### src/pic_pkg.sv
// ----------------------------------------------------------------------------
// Interrupt controller package
// Shared constants, command codes, queue entry and state types.
// ----------------------------------------------------------------------------
`default_nettype none
package pic_pkg;
   localparam int unsigned SOURCES  = 31;
   localparam int unsigned CONTEXTS = 2;
   localparam int unsigned SRC_W    = 5;
   localparam int unsigned CTX_W    = 1;
   localparam int unsigned QDEPTH   = 2;

   localparam logic [21:0] PEND_BASE  = 22'h001000;
   localparam logic [21:0] ENAB_BASE  = 22'h002000;
   localparam logic [21:0] CTX_BASE   = 22'h200000;

   typedef enum logic [1:0] {
      CMD_READ  = 2'd0,
      CMD_WRITE = 2'd1,
      CMD_RAISE = 2'd2,
      CMD_NOP   = 2'd3
   } cmd_type;

   // Decoded register target.
   typedef enum logic [2:0] {
      REG_NONE,
      REG_PRIO,
      REG_PEND,
      REG_ENAB,
      REG_THRESH,
      REG_CLAIM
   } reg_type;

   // One classified beat passed from front to back.
   typedef struct packed {
      cmd_type          cmd;
      reg_type          target;
      logic [SRC_W-1:0] index;
      logic [CTX_W-1:0] ctx;
      logic [31:0]      wdata;
      logic [31:0]      bmask;
      logic [SRC_W-1:0] source;
   } entry_type;

   typedef enum logic [1:0] {
      ST_IDLE,
      ST_SCAN,
      ST_DONE
   } state_type;
endpackage
`default_nettype wire

### src/pic_if.sv
// ----------------------------------------------------------------------------
// Valid/ready channel
// Carries one payload beat with valid and ready.
// ----------------------------------------------------------------------------
`default_nettype none
interface pic_req_if;
   logic        valid;
   logic        ready;
   logic [1:0]  command;
   logic [21:0] address;
   logic [31:0] write_data;
   logic [3:0]  byte_enable;
   logic [4:0]  source;
   modport source_mp (output valid, command, address, write_data, byte_enable, source,
                      input ready);
   modport sink (input valid, command, address, write_data, byte_enable, source,
                 output ready);
endinterface

interface pic_rsp_if;
   logic        valid;
   logic        ready;
   logic [31:0] read_data;
   logic [1:0]  irq_lines;
   modport source_mp (output valid, read_data, irq_lines, input ready);
   modport sink (input valid, read_data, irq_lines, output ready);
endinterface
`default_nettype wire

### src/pic_front.sv
// ----------------------------------------------------------------------------
// Interrupt controller front end
// Accepts request beats, decodes the address and queues classified entries.
// ----------------------------------------------------------------------------
`default_nettype none
module pic_front (
   input  wire logic                 clock,
   input  wire logic                 reset,
   pic_req_if.sink                   req,
   output pic_pkg::entry_type        q_entry,
   output logic                      q_valid,
   input  wire logic                 q_pop
);
   pic_pkg::entry_type q_ff [pic_pkg::QDEPTH];
   logic [0:0] wr_ptr_ff, wr_ptr_in, rd_ptr_ff, rd_ptr_in;
   logic [1:0] count_ff, count_in;
   pic_pkg::entry_type dec;
   logic [21:0] a;
   logic [21:0] rel;
   logic push;

   // Decode the address into a register target.
   always_comb begin
      a   = {req.address[21:2], 2'b00};
      rel = '0;
      dec = '0;
      dec.cmd    = pic_pkg::cmd_type'(req.command);
      dec.wdata  = req.write_data;
      dec.source = req.source;
      dec.target = pic_pkg::REG_NONE;
      for (int b = 0; b < 4; b++) begin
         dec.bmask[8*b +: 8] = {8{req.byte_enable[b]}};
      end
      if (a >= 22'd4 && a < 22'(4 * (pic_pkg::SOURCES + 1))) begin
         dec.target = pic_pkg::REG_PRIO;
         dec.index  = a[2 +: pic_pkg::SRC_W];
      end else if (a == pic_pkg::PEND_BASE) begin
         dec.target = pic_pkg::REG_PEND;
      end else if (a >= pic_pkg::ENAB_BASE && a < pic_pkg::CTX_BASE) begin
         rel = a - pic_pkg::ENAB_BASE;
         if (rel[20:7] < 14'(pic_pkg::CONTEXTS) && rel[6:2] == 5'd0) begin
            dec.target = pic_pkg::REG_ENAB;
            dec.ctx    = rel[7 +: pic_pkg::CTX_W];
         end
      end else if (a >= pic_pkg::CTX_BASE) begin
         rel = a - pic_pkg::CTX_BASE;
         if (rel[20:12] < 9'(pic_pkg::CONTEXTS)) begin
            dec.ctx = rel[12 +: pic_pkg::CTX_W];
            if (rel[11:0] == 12'd0) begin
               dec.target = pic_pkg::REG_THRESH;
            end else if (rel[11:0] == 12'd4) begin
               dec.target = pic_pkg::REG_CLAIM;
            end
         end
      end
   end

   assign req.ready = (count_ff != 2'(pic_pkg::QDEPTH));
   assign push      = req.valid && req.ready;
   assign q_valid   = (count_ff != 2'd0);
   assign q_entry   = q_ff[rd_ptr_ff];

   // Queue pointers.
   always_comb begin
      wr_ptr_in = wr_ptr_ff + 1'(push);
      rd_ptr_in = rd_ptr_ff + 1'(q_pop);
      count_in  = count_ff + 2'(push) - 2'(q_pop);
   end

   always_ff @(posedge clock) begin
      if (reset) begin
         wr_ptr_ff <= '0;
         rd_ptr_ff <= '0;
         count_ff  <= '0;
      end else begin
         wr_ptr_ff <= wr_ptr_in;
         rd_ptr_ff <= rd_ptr_in;
         count_ff  <= count_in;
      end
   end

   // Queue storage.
   always_ff @(posedge clock) begin
      if (push) begin
         q_ff[wr_ptr_ff] <= dec;
      end
   end
endmodule
`default_nettype wire

### src/pic_back.sv
// ----------------------------------------------------------------------------
// Interrupt controller back end
// Executes queued entries, rescans sources one per cycle, returns results.
// ----------------------------------------------------------------------------
`default_nettype none
module pic_back (
   input  wire logic                 clock,
   input  wire logic                 reset,
   input  pic_pkg::entry_type        q_entry,
   input  wire logic                 q_valid,
   output logic                      q_pop,
   pic_rsp_if.source_mp              rsp
);
   localparam int unsigned C = pic_pkg::CONTEXTS;

   logic [31:0] prio_ff [1:pic_pkg::SOURCES];
   logic [31:0] pend_ff;
   logic [31:0] enab_ff [C];
   logic [31:0] thr_ff  [C];
   logic [31:0] clmd_ff [C];
   logic [pic_pkg::SRC_W-1:0] claim_ff [C];

   pic_pkg::state_type state_ff, state_in;
   logic [pic_pkg::SRC_W-1:0] scan_ff, best_ff;
   logic [31:0] bprio_ff, rd_ff;
   logic        ovalid_ff;
   logic [31:0] odata_ff;
   logic [1:0]  olines_ff;

   pic_pkg::entry_type e;
   logic        start, rescan, scan_last, out_free;
   logic [31:0] rd;
   logic [pic_pkg::SRC_W-1:0] cs;
   logic [31:0] ws;

   assign e        = q_entry;
   assign out_free = !ovalid_ff || rsp.ready;
   assign start    = (state_ff == pic_pkg::ST_IDLE) && q_valid;
   assign q_pop    = start;
   assign scan_last = (scan_ff == pic_pkg::SRC_W'(pic_pkg::SOURCES));
   assign cs       = claim_ff[e.ctx];
   assign ws       = e.wdata & e.bmask;

   // Whether this entry triggers a rescan.
   always_comb begin
      rescan = 1'b0;
      unique case (e.cmd)
         pic_pkg::CMD_READ:  rescan = (e.target == pic_pkg::REG_CLAIM) && (e.bmask != '0);
         pic_pkg::CMD_WRITE: rescan = 1'b1;
         pic_pkg::CMD_RAISE: rescan = (e.source != '0);
         default:            rescan = 1'b0;
      endcase
   end

   // Register read mux.
   always_comb begin
      rd = '0;
      if (e.cmd == pic_pkg::CMD_READ) begin
         unique case (e.target)
            pic_pkg::REG_PRIO:   rd = prio_ff[e.index];
            pic_pkg::REG_PEND:   rd = pend_ff;
            pic_pkg::REG_ENAB:   rd = enab_ff[e.ctx];
            pic_pkg::REG_THRESH: rd = thr_ff[e.ctx];
            pic_pkg::REG_CLAIM:  rd = 32'(cs);
            default:             rd = '0;
         endcase
      end
      rd = rd & e.bmask;
   end

   // Next state.
   always_comb begin
      state_in = state_ff;
      unique case (state_ff)
         pic_pkg::ST_IDLE: if (q_valid) state_in = rescan ? pic_pkg::ST_SCAN : pic_pkg::ST_DONE;
         pic_pkg::ST_SCAN: if (scan_last) state_in = pic_pkg::ST_DONE;
         pic_pkg::ST_DONE: if (out_free) state_in = pic_pkg::ST_IDLE;
         default:          state_in = pic_pkg::ST_IDLE;
      endcase
   end

   always_ff @(posedge clock) begin
      if (reset) begin
         state_ff <= pic_pkg::ST_IDLE;
      end else begin
         state_ff <= state_in;
      end
   end

   // Register file updates, scan and claim assignment.
   always_ff @(posedge clock) begin
      if (reset) begin
         pend_ff <= '0;
         for (int i = 1; i <= pic_pkg::SOURCES; i++) prio_ff[i] <= '0;
         for (int c = 0; c < C; c++) begin
            enab_ff[c]  <= '0;
            thr_ff[c]   <= '0;
            clmd_ff[c]  <= '0;
            claim_ff[c] <= '0;
         end
      end else if (start) begin
         rd_ff   <= rd;
         scan_ff <= pic_pkg::SRC_W'(1);
         best_ff <= '0;
         bprio_ff <= '0;
         if (e.cmd == pic_pkg::CMD_READ && e.target == pic_pkg::REG_CLAIM &&
             e.bmask != '0 && cs != '0) begin
            clmd_ff[e.ctx][cs] <= 1'b1;
            pend_ff[cs]        <= 1'b0;
         end
         if (e.cmd == pic_pkg::CMD_WRITE) begin
            unique case (e.target)
               pic_pkg::REG_PRIO:
                  prio_ff[e.index] <= (prio_ff[e.index] & ~e.bmask) | ws;
               pic_pkg::REG_ENAB:
                  enab_ff[e.ctx] <= (enab_ff[e.ctx] & ~e.bmask) | ws;
               pic_pkg::REG_THRESH:
                  thr_ff[e.ctx] <= (thr_ff[e.ctx] & ~e.bmask) | ws;
               pic_pkg::REG_CLAIM:
                  if (e.bmask != '0 && ws <= 32'(pic_pkg::SOURCES) &&
                      enab_ff[e.ctx][ws[4:0]]) begin
                     clmd_ff[e.ctx][ws[4:0]] <= 1'b0;
                  end
               default: ;
            endcase
         end
         if (e.cmd == pic_pkg::CMD_RAISE && e.source != '0) begin
            pend_ff[e.source] <= 1'b1;
         end
      end else if (state_ff == pic_pkg::ST_SCAN) begin
         // One source per cycle; strict compare keeps the lowest number on ties.
         if (pend_ff[scan_ff] && prio_ff[scan_ff] > bprio_ff) begin
            best_ff  <= scan_ff;
            bprio_ff <= prio_ff[scan_ff];
         end
         scan_ff <= scan_ff + 1'b1;
         if (scan_last) begin
            for (int c = 0; c < C; c++) begin
               if (pend_ff[scan_ff] && prio_ff[scan_ff] > bprio_ff) begin
                  claim_ff[c] <= (prio_ff[scan_ff] > thr_ff[c] && !clmd_ff[c][scan_ff] &&
                                  enab_ff[c][scan_ff]) ? scan_ff : '0;
               end else begin
                  claim_ff[c] <= (bprio_ff > thr_ff[c] && !clmd_ff[c][best_ff] &&
                                  enab_ff[c][best_ff]) ? best_ff : '0;
               end
            end
         end
      end
   end

   // Output register: a new beat loads when done, a taken beat clears.
   always_ff @(posedge clock) begin
      if (reset) begin
         ovalid_ff <= 1'b0;
      end else if (state_ff == pic_pkg::ST_DONE && out_free) begin
         ovalid_ff <= 1'b1;
      end else if (rsp.ready) begin
         ovalid_ff <= 1'b0;
      end
   end

   always_ff @(posedge clock) begin
      if (state_ff == pic_pkg::ST_DONE && out_free) begin
         odata_ff <= rd_ff;
         for (int c = 0; c < C; c++) olines_ff[c] <= (claim_ff[c] != '0);
      end
   end

   assign rsp.valid     = ovalid_ff;
   assign rsp.read_data = odata_ff;
   assign rsp.irq_lines = olines_ff;
endmodule
`default_nettype wire

### src/platform_interrupt_controller.sv
// ----------------------------------------------------------------------------
// Platform interrupt controller
// Priority-based interrupt controller with two contexts and 31 sources.
// ----------------------------------------------------------------------------
//  Channel | Direction | Payload
//  req     | in        | command, address, write_data, byte_enable, source
//  rsp     | out       | read_data, irq_lines
//
// An event that changes state is executed first, then the one-source-per-cycle
// priority scan runs over every source, then result. Other beats skip the scan.
// Reset is synchronous and clears the pointers, FSM, register file and valid.
// A two-entry queue lets requests be taken while the back end is busy;
// the result register holds a beat until rsp.ready.
`default_nettype none
module platform_interrupt_controller (
   input  wire logic    clock,
   input  wire logic    reset,
   pic_req_if.sink      req,
   pic_rsp_if.source_mp rsp
);
   pic_pkg::entry_type q_entry;
   logic q_valid, q_pop;

   pic_front u_front (
      .clock, .reset, .req, .q_entry, .q_valid, .q_pop
   );

   pic_back u_back (
      .clock, .reset, .q_entry, .q_valid, .q_pop, .rsp
   );
endmodule
`default_nettype wire

### src/flat_wrapper.sv
// flat-port wrapper written by rule: the top's interface ports become plain ports
module platform_interrupt_controller_flat 
  (clock, reset, req_valid, req_command, req_address, req_write_data, req_byte_enable, req_source, req_ready, rsp_valid, rsp_read_data, rsp_irq_lines, rsp_ready);
  pic_req_if req_i ();
  pic_rsp_if rsp_i ();
  input  wire logic clock;
  input  wire logic reset;
  input wire logic [$bits(req_i.valid)-1:0] req_valid;
  input wire logic [$bits(req_i.command)-1:0] req_command;
  input wire logic [$bits(req_i.address)-1:0] req_address;
  input wire logic [$bits(req_i.write_data)-1:0] req_write_data;
  input wire logic [$bits(req_i.byte_enable)-1:0] req_byte_enable;
  input wire logic [$bits(req_i.source)-1:0] req_source;
  output wire logic [$bits(req_i.ready)-1:0] req_ready;
  output wire logic [$bits(rsp_i.valid)-1:0] rsp_valid;
  output wire logic [$bits(rsp_i.read_data)-1:0] rsp_read_data;
  output wire logic [$bits(rsp_i.irq_lines)-1:0] rsp_irq_lines;
  input wire logic [$bits(rsp_i.ready)-1:0] rsp_ready;
  assign req_i.valid = req_valid;
  assign req_i.command = req_command;
  assign req_i.address = req_address;
  assign req_i.write_data = req_write_data;
  assign req_i.byte_enable = req_byte_enable;
  assign req_i.source = req_source;
  assign req_ready = req_i.ready;
  assign rsp_valid = rsp_i.valid;
  assign rsp_read_data = rsp_i.read_data;
  assign rsp_irq_lines = rsp_i.irq_lines;
  assign rsp_i.ready = rsp_ready;
  platform_interrupt_controller u_core (.clock(clock), .reset(reset), .req(req_i), .rsp(rsp_i));
endmodule
### config.mk
export PLATFORM = sky130hd
export DESIGN_NAME = platform_interrupt_controller_flat
export DESIGN_NICKNAME = d
export VERILOG_FILES = /design/src/pic_pkg.sv /design/src/pic_if.sv /design/src/pic_front.sv /design/src/pic_back.sv /design/src/platform_interrupt_controller.sv /design/src/flat_wrapper.sv
export SDC_FILE = /design/constraint.sdc
export NUM_CORES = 2
export LEC_CHECK = 0
export BUFFER_PORTS_ARGS = -buffer_cell sky130_fd_sc_hd__buf_2
export CORE_MARGIN = 4
export CORE_UTILIZATION = 50
export DETAILED_ROUTE_END_ITERATION = 8
export MAX_ROUTING_LAYER = met4
export PLACE_DENSITY = 0.68
export SYNTH_ARGS = -nofsm -noshare
export SYNTH_HDL_FRONTEND = slang
export SYNTH_HIERARCHICAL = 1
export SYNTH_SLANG_ARGS = --single-unit
### constraint.sdc
create_clock -name clock -period 5.7 [get_ports clock]
set_clock_uncertainty 0.2 [all_clocks]
set_input_delay 0.285 -clock clock [delete_from_list [all_inputs] [get_ports clock]]
set_output_delay 0.285 -clock clock [all_outputs]
set_load 0.01 [all_outputs]
==> results.cfg <==
[run_status]
status = finished clean

[die]
design.die.area_mm2 = 0.1630
coreArea_mm2 = 0.1548
initial_core_util = 0.5059
die_w_um = 403.7
placementRows = 144
dieHeight_um = 403.7
ios = 105

[sta]
max_freq_mhz = 182.5
finalHoldViolations = 0
fin_ws_ns = 0.2196
slew_headroom = 0.1726
post-route-min-period_ns = 5.480
worst_pin_slew_ns = 1.230
finalCritPeriodShare = 0.9615
setup_viol = 0
rsz0062_at_grt = no
slew_viol_final = 0

[critical_path]
cp_top_family = multiplexers
worstPathRequired_ns = 5.95
crit_buf_inv = 3
critical_path_class = flip-flop to flip-flop
cp_max_fo = 44
end_kind = flip-flop
slowest_stage = nor4_2
slowest_delay_ns = 0.63
startpoint_type = flip-flop
worstPathCellList = buf_12, mux4_2, mux4_2, mux2_2, ha_1, nand4_1, nor4_2, buf_4, o41a_1, o211ai_2, o22ai_4, buf_4
arrival_ns = 5.73

[pwr]
swShare = 0.4027
vdd_drop_max_uv = 319.3
p_leak_nw = 31.84
clkPwrFrac = 0.239
p_switching_w = 0.01759
power_density_mw_per_mm2 = 494.9
comb_power_share = 0.452
pwr-share-seq = 0.309
p_int_w = 0.02608

[synthesis]
synth_cell_type_count = 94
async_flop_share = 0
netlist_area_mm2 = 0.07830
yosys.area.top_type_share = 0.5515
yosys-top-cells-area = edfxtp_1 (55%), mux4_2 (17%), nor2_1 (6.2%)
synthTopCellsByCount = edfxtp_1 (1438), nor2_1 (1283), mux4_2 (599)
synthMostInstantiatedCell = edfxtp_1
synth_top_flop_cell = edfxtp_1
seq_area_frac_synth = 0.5627
avgSynthCellArea_um2 = 13.37
synth_top_cell_by_area = edfxtp_1
postSynthCellCount = 5855
yosysWarningCount = 6
ys_seq_elements = 1482
synth_edf_count = 1438

[grt]
grt.total_usage = 0.3565
grt_pass1_wl_um = 398400
antenna_found_initial = 5
grt_overflow = 0
grt_pass1_vias = 54903
grt_max_degree = 79

[placed_design]
hpwl_um = 180200
placed_cell_area_mm2 = 0.08194
gp_congestion = 1.001
numPortBuffers = 102
pre_cts_ws_ns = -0.08792

[routing]
drt_iter0_drc = 8877
viasPerCell = 6.887
routed_wl_um = 285000
drt-wirelength-per-cell_um = 34.96
drc = 0
ant_nets = 0
vias = 56139
first_pass_iters = 6

[clock_tree]
clock-sinks = 1482
clockBufferDepth = 3
clk_pin_slew_ns = 0.06
cts_made_buffers = 160
cts_root_buf = clkbuf_16
cts_tree = built
postCtsSetupBuffers = 0
worstSkewPairLatency_ns = 0.81
cts.htree.levels = 4

[flow_run]
max_cap_violations = 0

[cells_and_area]
nNetsFinal = 6209
syn2layout_area_growth_pct = 12.71
drive_gt1_frac = 0.2342
fin_area_mm2 = 0.08825

[worst_hold_path]
hold_path_class = input pin to flip-flop
## per-stage QoR
step	TNS [ns]	power (W)	hold WS [ns]	util	std cells
2_1_floorplan	0	0.02602	0.1517	-	5856
3_3_place_gp	-2.358	0.03255	0.2014	0.5295	7746
3_5_place_dp	-1.567	0.03276	0.2045	0.5295	7746
4_1_cts	0	0.04318	0.002443	0.5698	8144
5_1_grt	0	0.04517	0.02167	0.5702	8150
6_report	0	0.04367	0.05048	0.5702	8151
## power by group through the flow
stage	Sequential (W)	Combinational (W)	Clock [W]
global route	0.0135	0.0206	0.0110
detailed placement	0.0137	0.0191	0
global placement	0.0136	0.0189	0
CTS	0.0135	0.0192	0.0105
finish	0.0135	0.0198	0.0104
floorplan	0.0133	0.0127	0
## final timing paths
path | startpoint | to | slack (ns) | cells past startpoint
worst min register to register | u_core/u_back/rd_ff[21] | u_core/u_back/rsp.read_data[21] | 0.22 | 0
worst min-delay path | req_byte_enable[2] | u_core/u_front/q_ff[1][28] | 0.05 | 2
worst max-delay path | flip-flop | u_core/u_back/bprio_ff[26] | 0.22 | 12
worst max register to register | flip-flop | u_core/u_back/bprio_ff[26] | 0.22 | 12
## layer usage
| layer | routed length (µm) | up-vias | global-route usage | part of all wire |
|---|---|---|---|---|
| met4 | 23160 | 0 | 0.2251 | 0.081 |
| met1 | 93900 | 28006 | 0.4252 | 0.33 |
| met3 | 36980 | 1152 | 0.09482 | 0.13 |
| met2 | 131000 | 4484 | 0.5417 | 0.46 |
| met5 | 0 | - | - | 0 |
| li1 | - | 22497 | - | - |
## flip-flops by register name (all words and copies together), names as in the netlist, 64 cells and up, named ones only
| name | cells |
|---|---|
| u_core/u_back/thr_ff | 64 |
| u_core/u_front/q_ff | 104 |
| u_core/u_back/prio_ff | 1024 |
| u_core/u_back/enab_ff | 64 |
| u_core/u_back/clmd_ff | 64 |
## area by class of cell
| class | count | area (µm²) |
|---|---|---|
| clock inverter | 86 | 889.6 |
| multi-input combinational | 3696 | 31640 |
| antenna | 5 | 12.51 |
| inverter | 173 | 649.4 |
| clock buffer | 204 | 4274 |
| fill | 12220 | 66520 |
| tap | 2044 | 2557 |
| timing repair buffer | 461 | 4144 |
| sequential | 1482 | 44080 |
## worst reg2reg max path, cell delays in order, from the launching register on
cell	delay, ns
dfxtp_4	0.52
buf_12	0.39
mux4_2	0.61
mux4_2	0.49
mux2_2	0.43
ha_1	0.37
nand4_1	0.17
nor4_2	0.63
buf_4	0.22
o41a_1	0.26
o211ai_2	0.26
o22ai_4	0.24
buf_4	0.32
## kinds of logic after synthesis
group           synth area share
compound gates           0.05625
xor+xnor               0.0004475
fa+ha+maj                0.02653
buf+inv                  0.03802
flops                     0.5627
mux                       0.1965
other cells           0.00004789
simple gates              0.1194
## layout by cell type, fill, tap and decap left out, types with 50 or more instances in the layout
cell type and instances:
o21ai_0 119, buf_12 50, nand4_1 66, dlygate4sd3_1 109
edfxtp_1 1438, mux2_2 81, buf_4 199, inv_1 164
clkbuf_16 165, a22oi_1 127, nand2_1 217, mux2i_1 74
ha_1 164, a21oi_1 179, nor3_1 59, nor2_1 1277
buf_2 101, nand2b_1 129, mux4_2 599
## timing repair
| item | CTS | global route |
|---|---|---|
| cloned | 0 | 1 |
| endpoints found under the hold margin | 138 | 2 |
| endpoints found under the setup margin | 46 | 16 |
| resized for setup | 1 | 1 |
| hold buffers | 108 | 1 |
(Power assumes the default switching activity.)
